$ cat src/design/spa_pkg.sv
`default_nettype none

package spa_pkg;

   // Fixed field widths of a transaction
   localparam int SLOT_INDEX_W = 8;
   localparam int STATUS_W     = 2;
   localparam int GRANT_W      = 4;

   // Default pool size
   localparam int POOL_SLOTS_DEFAULT = 16;

   // Request kinds
   localparam logic KIND_ALLOC   = 1'b0;
   localparam logic KIND_RELEASE = 1'b1;

   typedef enum logic [STATUS_W-1:0] {
      ST_OK           = 2'd0,
      ST_NO_FREE      = 2'd1,
      ST_RANGE        = 2'd2,
      ST_ALREADY_FREE = 2'd3
   } status_type;

   typedef enum logic [1:0] {
      S_IDLE = 2'd0,
      S_EXEC = 2'd1,
      S_SCAN = 2'd2
   } state_type;

   // Controller to datapath
   typedef struct packed {
      logic capture;    // latch the incoming request
      logic execute;    // apply the request and load the response register
      logic scan_step;  // examine one slot of the free search
   } cmd_type;

   // Datapath to controller
   typedef struct packed {
      logic grant;      // latched request is an allocate that will succeed
      logic out_busy;   // response register holds a result not yet taken
      logic scan_hit;   // slot under the scan pointer is free
      logic scan_last;  // scan pointer is on the last candidate slot
   } stat_type;

endpackage

`default_nettype wire

$ cat src/design/spa_if.sv
`default_nettype none

interface spa_req_if;
   logic                             valid;
   logic                             ready;
   logic                             kind;
   logic [spa_pkg::SLOT_INDEX_W-1:0] slot_index;

   modport source (output valid, output kind, output slot_index, input ready);
   modport sink   (input valid, input kind, input slot_index, output ready);
endinterface

interface spa_rsp_if;
   logic                         valid;
   logic                         ready;
   logic [spa_pkg::STATUS_W-1:0] status;
   logic [spa_pkg::GRANT_W-1:0]  granted_slot;

   modport source (output valid, output status, output granted_slot, input ready);
   modport sink   (input valid, input status, input granted_slot, output ready);
endinterface

`default_nettype wire

$ cat src/design/spa_ctrl.sv
`default_nettype none

module spa_ctrl (
   input  wire logic              clock,
   input  wire logic              reset,
   input  wire logic              req_valid,
   output logic                   req_ready,
   input  wire spa_pkg::stat_type stat,
   output spa_pkg::cmd_type       cmd
);

   spa_pkg::state_type state_ff;
   spa_pkg::state_type state_in;

   always_ff @(posedge clock) begin
      if (reset) begin
         state_ff <= spa_pkg::S_IDLE;
      end else begin
         state_ff <= state_in;
      end
   end

   always_comb begin
      state_in  = state_ff;
      req_ready = 1'b0;
      cmd       = '0;
      case (state_ff)
         spa_pkg::S_IDLE: begin
            req_ready = 1'b1;
            if (req_valid) begin
               cmd.capture = 1'b1;
               state_in    = spa_pkg::S_EXEC;
            end
         end
         spa_pkg::S_EXEC: begin
            // hold until the response register can take the result
            if (!stat.out_busy) begin
               cmd.execute = 1'b1;
               state_in    = stat.grant ? spa_pkg::S_SCAN : spa_pkg::S_IDLE;
            end
         end
         spa_pkg::S_SCAN: begin
            cmd.scan_step = 1'b1;
            if (stat.scan_hit || stat.scan_last) begin
               state_in = spa_pkg::S_IDLE;
            end
         end
         default: begin
            state_in = spa_pkg::S_IDLE;
         end
      endcase
   end

endmodule

`default_nettype wire

$ cat src/design/spa_datapath.sv
`default_nettype none

module spa_datapath #(
   parameter int POOL_SLOTS = spa_pkg::POOL_SLOTS_DEFAULT
) (
   input  wire logic                             clock,
   input  wire logic                             reset,
   input  wire spa_pkg::cmd_type                 cmd,
   output spa_pkg::stat_type                     stat,
   input  wire logic                             req_kind,
   input  wire logic [spa_pkg::SLOT_INDEX_W-1:0] req_slot_index,
   output logic                                  rsp_valid,
   input  wire logic                             rsp_ready,
   output logic [spa_pkg::STATUS_W-1:0]          rsp_status,
   output logic [spa_pkg::GRANT_W-1:0]           rsp_granted_slot
);

   localparam int IDX_W = $clog2(POOL_SLOTS);
   localparam logic [spa_pkg::SLOT_INDEX_W:0] POOL_LIMIT = (spa_pkg::SLOT_INDEX_W+1)'(POOL_SLOTS);
   localparam logic [IDX_W:0]   PTR_LIMIT = (IDX_W+1)'(POOL_SLOTS);
   localparam logic [IDX_W-1:0] SCAN_LAST = IDX_W'(POOL_SLOTS - 1);

   logic [POOL_SLOTS-1:0] free_map_ff, free_map_in;
   logic [IDX_W-1:0]      next_free_ff, next_free_in;
   logic                  pool_full_ff, pool_full_in;
   logic [IDX_W-1:0]      scan_ptr_ff, scan_ptr_in;
   logic [IDX_W-1:0]      scan_cnt_ff, scan_cnt_in;
   logic                  kind_ff, kind_in;
   logic [spa_pkg::SLOT_INDEX_W-1:0] idx_ff, idx_in;
   logic                  rsp_valid_ff, rsp_valid_in;
   spa_pkg::status_type   rsp_status_ff, rsp_status_in;
   logic [spa_pkg::GRANT_W-1:0] rsp_slot_ff, rsp_slot_in;

   logic                  alloc_ok;
   logic                  in_range;
   logic [IDX_W-1:0]      idx_sel;
   logic [IDX_W-1:0]      next_after;
   logic [IDX_W-1:0]      scan_after;
   logic [spa_pkg::SLOT_INDEX_W-1:0] grant_wide;

   // wrapping increment of a slot pointer
   function automatic logic [IDX_W-1:0] ptr_inc(input logic [IDX_W-1:0] ptr);
      logic [IDX_W:0] sum;
      sum = {1'b0, ptr} + (IDX_W+1)'(1);
      return (sum == PTR_LIMIT) ? '0 : sum[IDX_W-1:0];
   endfunction

   assign alloc_ok   = !pool_full_ff && free_map_ff[next_free_ff];
   assign in_range   = {1'b0, idx_ff} < POOL_LIMIT;
   assign idx_sel    = idx_ff[IDX_W-1:0];
   assign next_after = ptr_inc(next_free_ff);
   assign scan_after = ptr_inc(scan_ptr_ff);
   assign grant_wide = spa_pkg::SLOT_INDEX_W'(next_free_ff);

   assign stat.grant     = (kind_ff == spa_pkg::KIND_ALLOC) && alloc_ok;
   assign stat.out_busy  = rsp_valid_ff && !rsp_ready;
   assign stat.scan_hit  = free_map_ff[scan_ptr_ff];
   assign stat.scan_last = (scan_cnt_ff == SCAN_LAST);

   always_comb begin
      free_map_in   = free_map_ff;
      next_free_in  = next_free_ff;
      pool_full_in  = pool_full_ff;
      scan_ptr_in   = scan_ptr_ff;
      scan_cnt_in   = scan_cnt_ff;
      kind_in       = kind_ff;
      idx_in        = idx_ff;
      rsp_valid_in  = rsp_valid_ff && !rsp_ready;
      rsp_status_in = rsp_status_ff;
      rsp_slot_in   = rsp_slot_ff;

      if (cmd.capture) begin
         kind_in = req_kind;
         idx_in  = req_slot_index;
      end

      if (cmd.execute) begin
         rsp_valid_in  = 1'b1;
         rsp_status_in = spa_pkg::ST_OK;
         rsp_slot_in   = '0;
         if (kind_ff == spa_pkg::KIND_ALLOC) begin
            if (alloc_ok) begin
               free_map_in[next_free_ff] = 1'b0;
               rsp_slot_in = grant_wide[spa_pkg::GRANT_W-1:0];
               scan_ptr_in = next_after;
               scan_cnt_in = IDX_W'(1);
            end else begin
               rsp_status_in = spa_pkg::ST_NO_FREE;
            end
         end else begin
            if (!in_range) begin
               rsp_status_in = spa_pkg::ST_RANGE;
            end else if (free_map_ff[idx_sel]) begin
               rsp_status_in = spa_pkg::ST_ALREADY_FREE;
            end else begin
               free_map_in[idx_sel] = 1'b1;
               if (pool_full_ff) begin
                  next_free_in = idx_sel;
                  pool_full_in = 1'b0;
               end
            end
         end
      end

      // one candidate slot per cycle; pointer stays put when none is found
      if (cmd.scan_step) begin
         if (free_map_ff[scan_ptr_ff]) begin
            next_free_in = scan_ptr_ff;
         end else if (scan_cnt_ff == SCAN_LAST) begin
            pool_full_in = 1'b1;
         end else begin
            scan_ptr_in = scan_after;
            scan_cnt_in = scan_cnt_ff + IDX_W'(1);
         end
      end
   end

   always_ff @(posedge clock) begin
      if (reset) begin
         free_map_ff  <= '1;
         next_free_ff <= '0;
         pool_full_ff <= 1'b0;
         rsp_valid_ff <= 1'b0;
      end else begin
         free_map_ff  <= free_map_in;
         next_free_ff <= next_free_in;
         pool_full_ff <= pool_full_in;
         rsp_valid_ff <= rsp_valid_in;
      end
   end

   always_ff @(posedge clock) begin
      scan_ptr_ff   <= scan_ptr_in;
      scan_cnt_ff   <= scan_cnt_in;
      kind_ff       <= kind_in;
      idx_ff        <= idx_in;
      rsp_status_ff <= rsp_status_in;
      rsp_slot_ff   <= rsp_slot_in;
   end

   assign rsp_valid        = rsp_valid_ff;
   assign rsp_status       = rsp_status_ff;
   assign rsp_granted_slot = rsp_slot_ff;

endmodule

`default_nettype wire

$ cat src/design/slot_pool_allocator_core.sv
// Slot pool allocator: keeps a free bit for each of POOL_SLOTS slots, a pointer to the
// next free slot and a full flag. An allocate transaction (kind 0) grants the slot under
// the pointer and then searches forward, wrapping at the pool end, for the next free
// slot; a release transaction (kind 1) frees an in-use slot and, if the pool was full,
// points at it. Every request yields exactly one response carrying a status (ok, no free
// slot, index out of range, slot already free) and the granted slot, low four bits,
// zero unless an allocate succeeded. Timing: a request is latched on acceptance, then
// the execute step, waiting while an earlier response is untaken, loads the response
// register; after a successful allocate the forward search examines one slot per cycle,
// and the next request is accepted once it finds a free slot or reaches the last
// candidate. That search loop sets the worst-case rate. The response sits in an output
// register, so a new request can be taken while an earlier response waits for rsp ready.
`default_nettype none

module slot_pool_allocator_core #(
   parameter int POOL_SLOTS = spa_pkg::POOL_SLOTS_DEFAULT
) (
   input  wire logic  clock,
   input  wire logic  reset,
   spa_req_if.sink    req_if,
   spa_rsp_if.source  rsp_if
);

   spa_pkg::cmd_type  cmd;
   spa_pkg::stat_type stat;

   // sequencer: accept, execute, then the free-slot search
   spa_ctrl u_ctrl (
      .clock     (clock),
      .reset     (reset),
      .req_valid (req_if.valid),
      .req_ready (req_if.ready),
      .stat      (stat),
      .cmd       (cmd)
   );

   // free map, pointer, full flag and response register
   spa_datapath #(
      .POOL_SLOTS (POOL_SLOTS)
   ) u_datapath (
      .clock            (clock),
      .reset            (reset),
      .cmd              (cmd),
      .stat             (stat),
      .req_kind         (req_if.kind),
      .req_slot_index   (req_if.slot_index),
      .rsp_valid        (rsp_if.valid),
      .rsp_ready        (rsp_if.ready),
      .rsp_status       (rsp_if.status),
      .rsp_granted_slot (rsp_if.granted_slot)
   );

endmodule

`default_nettype wire
$ cat src/flat_wrapper.sv
// flat-port wrapper written by rule: the top's interface ports become plain ports
module slot_pool_allocator_core_flat 
#(
   parameter int POOL_SLOTS = spa_pkg::POOL_SLOTS_DEFAULT
)
  (clock, reset, req_if_valid, req_if_kind, req_if_slot_index, req_if_ready, rsp_if_valid, rsp_if_status, rsp_if_granted_slot, rsp_if_ready);
  spa_req_if req_if_i ();
  spa_rsp_if rsp_if_i ();
  input  wire logic clock;
  input  wire logic reset;
  input wire logic [$bits(req_if_i.valid)-1:0] req_if_valid;
  input wire logic [$bits(req_if_i.kind)-1:0] req_if_kind;
  input wire logic [$bits(req_if_i.slot_index)-1:0] req_if_slot_index;
  output wire logic [$bits(req_if_i.ready)-1:0] req_if_ready;
  output wire logic [$bits(rsp_if_i.valid)-1:0] rsp_if_valid;
  output wire logic [$bits(rsp_if_i.status)-1:0] rsp_if_status;
  output wire logic [$bits(rsp_if_i.granted_slot)-1:0] rsp_if_granted_slot;
  input wire logic [$bits(rsp_if_i.ready)-1:0] rsp_if_ready;
  assign req_if_i.valid = req_if_valid;
  assign req_if_i.kind = req_if_kind;
  assign req_if_i.slot_index = req_if_slot_index;
  assign req_if_ready = req_if_i.ready;
  assign rsp_if_valid = rsp_if_i.valid;
  assign rsp_if_status = rsp_if_i.status;
  assign rsp_if_granted_slot = rsp_if_i.granted_slot;
  assign rsp_if_i.ready = rsp_if_ready;
  slot_pool_allocator_core #(.POOL_SLOTS(POOL_SLOTS)) u_core (.clock(clock), .reset(reset), .req_if(req_if_i), .rsp_if(rsp_if_i));
endmodule
$ cat config.mk
export PLATFORM = sky130hd
export DESIGN_NAME = slot_pool_allocator_core_flat
export DESIGN_NICKNAME = d
export VERILOG_FILES = /design/src/design/spa_pkg.sv /design/src/design/spa_if.sv /design/src/design/spa_ctrl.sv /design/src/design/spa_datapath.sv /design/src/design/slot_pool_allocator_core.sv /design/src/flat_wrapper.sv
export SDC_FILE = /design/constraint.sdc
export NUM_CORES = 1
export LEC_CHECK = 0
export BUFFER_PORTS_ARGS = -buffer_cell sky130_fd_sc_hd__buf_2
export CORE_UTILIZATION = 35
export DETAILED_ROUTE_END_ITERATION = 16
export HOLD_SLACK_MARGIN = 0.02
export PLACE_DENSITY = 0.51
export SYNTH_ARGS = -nofsm -noshare
export SYNTH_HDL_FRONTEND = slang
export SYNTH_SLANG_ARGS = --single-unit
export TNS_END_PERCENT = 1
$ cat constraint.sdc
create_clock -name clock -period 3.05 [get_ports clock]
set_clock_uncertainty 0.15 [all_clocks]
set_input_delay 0.915 -clock clock [delete_from_list [all_inputs] [get_ports clock]]
set_output_delay 0.915 -clock clock [all_outputs]
set_load 0.02 [all_outputs]
# Word-level counts from Yosys, hierarchy flattened
# Index checks and enable logic that the tools add are counted.
# word_totals
ff_bits	47
out_inout_bits	8
elab_cells	106
# op_classes
addsub	3
n_lt_le_gt_ge	6
eq_ne	10
n_mux	58
bitwise	5
n_reduce_logical	13
# ops
operator	n
2-to-1 mux 4 bit	21
2-to-1 mux 16 bit	4
2-to-1 mux 1 bit	20
AND 16 bit	1
NOT 16 bit	1
bitwise OR 16 bit	1
< comparator 4 x 5 -> 1 bit (second input constant)	3
2-to-1 mux 2 bit	7
binary-select mux 1 bit (select 4 bit)	3
adder 4 x 1 -> 5 bit (second input constant)	2
== test 5 bit (second input constant)	2
demux 1 bit (select 4 bit)	2
>= comparator 4 x 1 -> 1 bit (second input constant)	2
< comparator 8 x 5 -> 1 bit (second input constant)	1
inequality test 2 bit (second input constant)	4
one-hot mux 2 bit (3 select lines)	1
logical AND 1 bit	5
adder 4 x 1 -> 4 bit (second input constant)	1
== test 4 bit (second input constant)	1
AND reduction 4 bit	1
AND reduction 3 bit	1
== test 2 x 1 -> 1 bit (second input constant)	1
== test 2 bit (second input constant)	1
zero test 1 bit	2
6 further kinds	7

# Depth between registers and ports, before layout
# logic_depth
ltp_word	9
depth_mapped	9

# Modules after synthesis
# Synthesis repeated with hierarchy kept, for this count alone.
# unflattened
hier_cells	272
area_unflattened_um2	2675.1
# modules_own_cells
mod	instances	cells_per_inst	area_each_um2
spa_datapath	1	261	2568.7
spa_ctrl	1	11	106.4

# Worst setup path after synthesis
# No wires, ideal clock.
# synth_path
path_kind	input -> register
start	input rsp_if_ready
end	register u_core.u_datapath.free_map_ff[12]
setup_time_ns	0.122
arrival_ns	2.291
slack_ns	0.487
stages	6
path_cell_list	nor2b_1 > nor2_1 > a21boi_1 > buf_2 > nand4_1 > a221o_1
# synth_rtl
item	line	source
start, declared	flat_wrapper.sv:18	input wire logic [$bits(rsp_if_i.ready)-1:0] rsp_if_ready;
end signal, assigned	spa_datapath.sv:125	free_map_ff <= free_map_in;
end, declared	spa_datapath.sv:23	logic [POOL_SLOTS-1:0] free_map_ff, free_map_in;

# Worst setup path in the final report
# layout_path
start	register u_core.u_datapath.idx_ff[0] (netlist name)
end	register u_core.u_datapath.free_map_ff[6]
# layout_between
elab_chain_len	8
elab_cells_between_ends	15
cone_classes	3 x order compare; 2 x eq/ne; 7 x mux; 1 x bitwise; 2 x reduce/logical
# layout_rtl
item	line	source
start, declared	spa_datapath.sv:29	logic [spa_pkg::SLOT_INDEX_W-1:0] idx_ff, idx_in;
start signal, assigned	spa_datapath.sv:136	idx_ff <= idx_in;
< comparator 4 x 5 -> 1 bit (not written as such) or >= comparator 4 x 1 -> 1 bit (tied branches)	spa_datapath.sv:96	free_map_in[idx_sel] = 1'b1;
logical AND 1 bit (not written as such)	spa_datapath.sv:96	
2-to-1 mux 1 bit (not written as such)	spa_datapath.sv:96	
demux 1 bit (select 4 bit)	spa_datapath.sv:96	
bitwise OR 16 bit (no source line)	n/a	
2-to-1 mux 16 bit	spa_datapath.sv:93	end else if (free_map_ff[idx_sel]) begin
2-to-1 mux 16 bit	spa_datapath.sv:91	if (!in_range) begin
2-to-1 mux 16 bit	spa_datapath.sv:81	if (kind_ff == spa_pkg::KIND_ALLOC) begin
# Several ways; a longest one is shown, not always the timed one. The select of a mux whose other input is x is not followed.
# A chain may end at the register's enable or synchronous reset.

==> metrics <==
IO Port Bufs=20; Worst Tran Pin Value=0.6380 ns; nets@finish=roughly 320; Max FO, Critical Path=13; min-delay worst type=flip-flop to flip-flop; number of max-cap violations=0; Setup CP Type=flip-flop to flip-flop; CTS buffer count=5; worst reg2reg path depth=7; total I/O pin count=21; status=finished, final reports clean; Final Non-Filler Cells=404; CTS clk-pin slew, worst paths=0.10 ns; PD cells=468.6 mW/mm^2; # H-tree levels=2; Async S/R FF share, synth=0%; vias=2254; Synth area leaders=dfxtp_1, edfxtp_1, mux2i_1; Crit path depth=7; synthesized flop and latch total=47; Mapped Area=0.002678 mm^2; FMAX=376.5 MHz; GRT overflow=0; die height=89.47 um; synth warn=0; synthesized area per cell=about 9.6 um^2; final setup vio count=0; clock latency on the worst-skew pair=0.31 ns; row cnt=31; Post-Synthesis Net Count=299; RSZ-0062 raised after global routing=false; CTS Buffer Depth=2; Post-synth EDFFs=15; initial antenna violation count=0; Post-Place Cells=approximately 400; top-count cell post-synth=dfxtp_1; post-CTS sizing=0; Die ar.=0.008004 mm^2; WL final=around 7.4 mm; Leakage=1.089 nW; TritonRoute pass-1 iters=5; Yosys top cell area share=a little under a quarter; WL/cell=18.31 um; Slowest-stage cell, CP=edfxtp_1; Crit path largest cell delay=0.77 ns; max-slew violations=0; Cells after Synth=280; count of cell types in the netlist=51; Clock Root Buffer=clkbuf_8; hold depth=2; P&R area growth vs syn=13.04%; minimum clock period=2.656 ns; All-Layer GR Usage=20.11%; first-pass GRT wire length=~12 mm; crit-path cells=mux2i_1 > mux4_2 > nand2_1 > a21boi_1 > buf_4 > or2_2 > a31o_2; final setup TNS=0 ns; die width=between 80 and 90 um; endpoint type of the worst setup path=flip-flop; DR DRC count=0; Slew HR=a little under three fifths; Seq/Total Area, Yosys=40.75%; crit path DAT=2.72 ns; CTS tree=done; detailed placement HPWL=~5.5 mm; antenna diode count=0; Sinks on Clock Net=47; Initial Util=36.53%; Crit path required time=3.12 ns; Routed Antenna Nets=0; core region area=approximately 0.0073 mm^2; most frequent cells after synthesis=dfxtp_1, mux2i_1, nor2_1; CTS Hold Bufs=0; top_reg_cell synth=dfxtp_1; GP Congestion=0.8449; fin crit share=87.08%; # Post-CTS Setup Buffers=0; final hold violations=0; VDD IR max=0.2521 mV; fraction of layout cells with a size suffix above 1=17.05%; vias per cell=5.579; Synth area leader=dfxtp_1; number of global-route vias before repair=2181; Top Family by Delay on Critical Path=flip-flops; largest net degree at the start of global routing=24; CP Launch Type=flip-flop; Worst Path Buf+Inv=1; 1st-iter DRT viols=240
stage by stage:
step	area, um^2	setup WS [ns]	power (mW)	utilization, %	hold slack [ns]
floorplan	2678	0.4870	0.8942	-	0.3086
global route	3027	0.2732	1.481	41.29	0.3704
finish	3027	0.3940	1.418	41.29	0.3310
CTS	3027	0.3852	1.429	41.29	0.3378
detailed placement	2912	0.3912	0.9513	39.72	0.3212
global placement	2912	0.4418	0.9479	39.72	0.3172
sequential cells by signal (all words and copies together), names as in the netlist:
name and flops:
u_core.u_ctrl.state_ff 2, u_core.u_datapath.free_map_ff 16, u_core.u_datapath.idx_ff 8, u_core.u_datapath.kind_ff 1
u_core.u_datapath.next_free_ff 4, u_core.u_datapath.pool_full_ff 1, u_core.u_datapath.rsp_granted_slot 4, u_core.u_datapath.rsp_status 2
u_core.u_datapath.rsp_valid 1, u_core.u_datapath.scan_cnt_ff 4, u_core.u_datapath.scan_ptr_ff 4
cell usage in the layout, fill, tap and decap left out, drive strengths merged, types with 3 or more instances in the layout:
cell type,netlist,final
a21boi,4,4
a21oi,13,13
a221o,5,5
a22oi,4,4
a31o,4,4
a31oi,4,4
and2,8,8
and3,3,3
buf,7,32
clkbuf,8,5
dfxtp,32,32
edfxtp,15,15
ha,6,6
inv,11,12
mux2i,27,27
mux4,3,3
nand2,19,19
nand2b,3,3
nand3,10,10
nand4,6,6
nor2,26,26
nor2b,8,8
nor3,10,10
nor4,3,3
o211ai,7,7
o21ai,6,6
o2bb2ai,4,4
layer usage:
layer  GRT usage, %  share of wire [%]
met4          6.782                1.8
met3          3.970                5.5
met2          30.60                 44
met5              0                  0
met1          28.49                 48
power breakdown:
part	total (mW)	switching [mW]	internal, mW
Combinational	0.196	0.106	0.0896
Sequential	0.742	0.0604	0.682
Clock	0.480	0.233	0.247
Total	1.42	0.399	1.02
final cells by class:
type	count	area, um^2
fill	719	4304
clock buffer	5	68.82
multi-input combinational	207	1465
timing repair buffer	32	190.2
tap	99	123.9
sequential	47	1091
inverter	11	41.29
clock inverter	3	46.29
path summary, 6_finish.rpt:
path / end / start / slack [ns]
min reg2reg: u_core.u_datapath.rsp_valid / u_core.u_datapath.rsp_valid / 0.33
max: u_core.u_datapath.free_map_ff[6] / u_core.u_datapath.idx_ff[0] / 0.39
max reg2reg: u_core.u_datapath.free_map_ff[6] / u_core.u_datapath.idx_ff[0] / 0.39
min: u_core.u_datapath.rsp_valid / u_core.u_datapath.rsp_valid / 0.33
kinds of logic after synthesis:
kind of cell,Yosys count,share of synthesized area (%)
and+or+nand+nor,102,19.02
AOI/OAI and AO/OA,66,19.21
DFF,47,40.75
muxes,31,13.04
buffers and inverters,26,4.532
adders and majority gates,6,2.804
xor gates and xnor gates,2,0.6543
worst register-to-register path, delay by kind of cell, from the launching register on:
kind	cells	cell delay [ns]
muxes	2	0.72
AOI/OAI and AO/OA	2	0.32
DFF	1	0.77
and+or+nand+nor	2	0.45
buffers and inverters	1	0.18
Power figures use the tool's default switching activity.
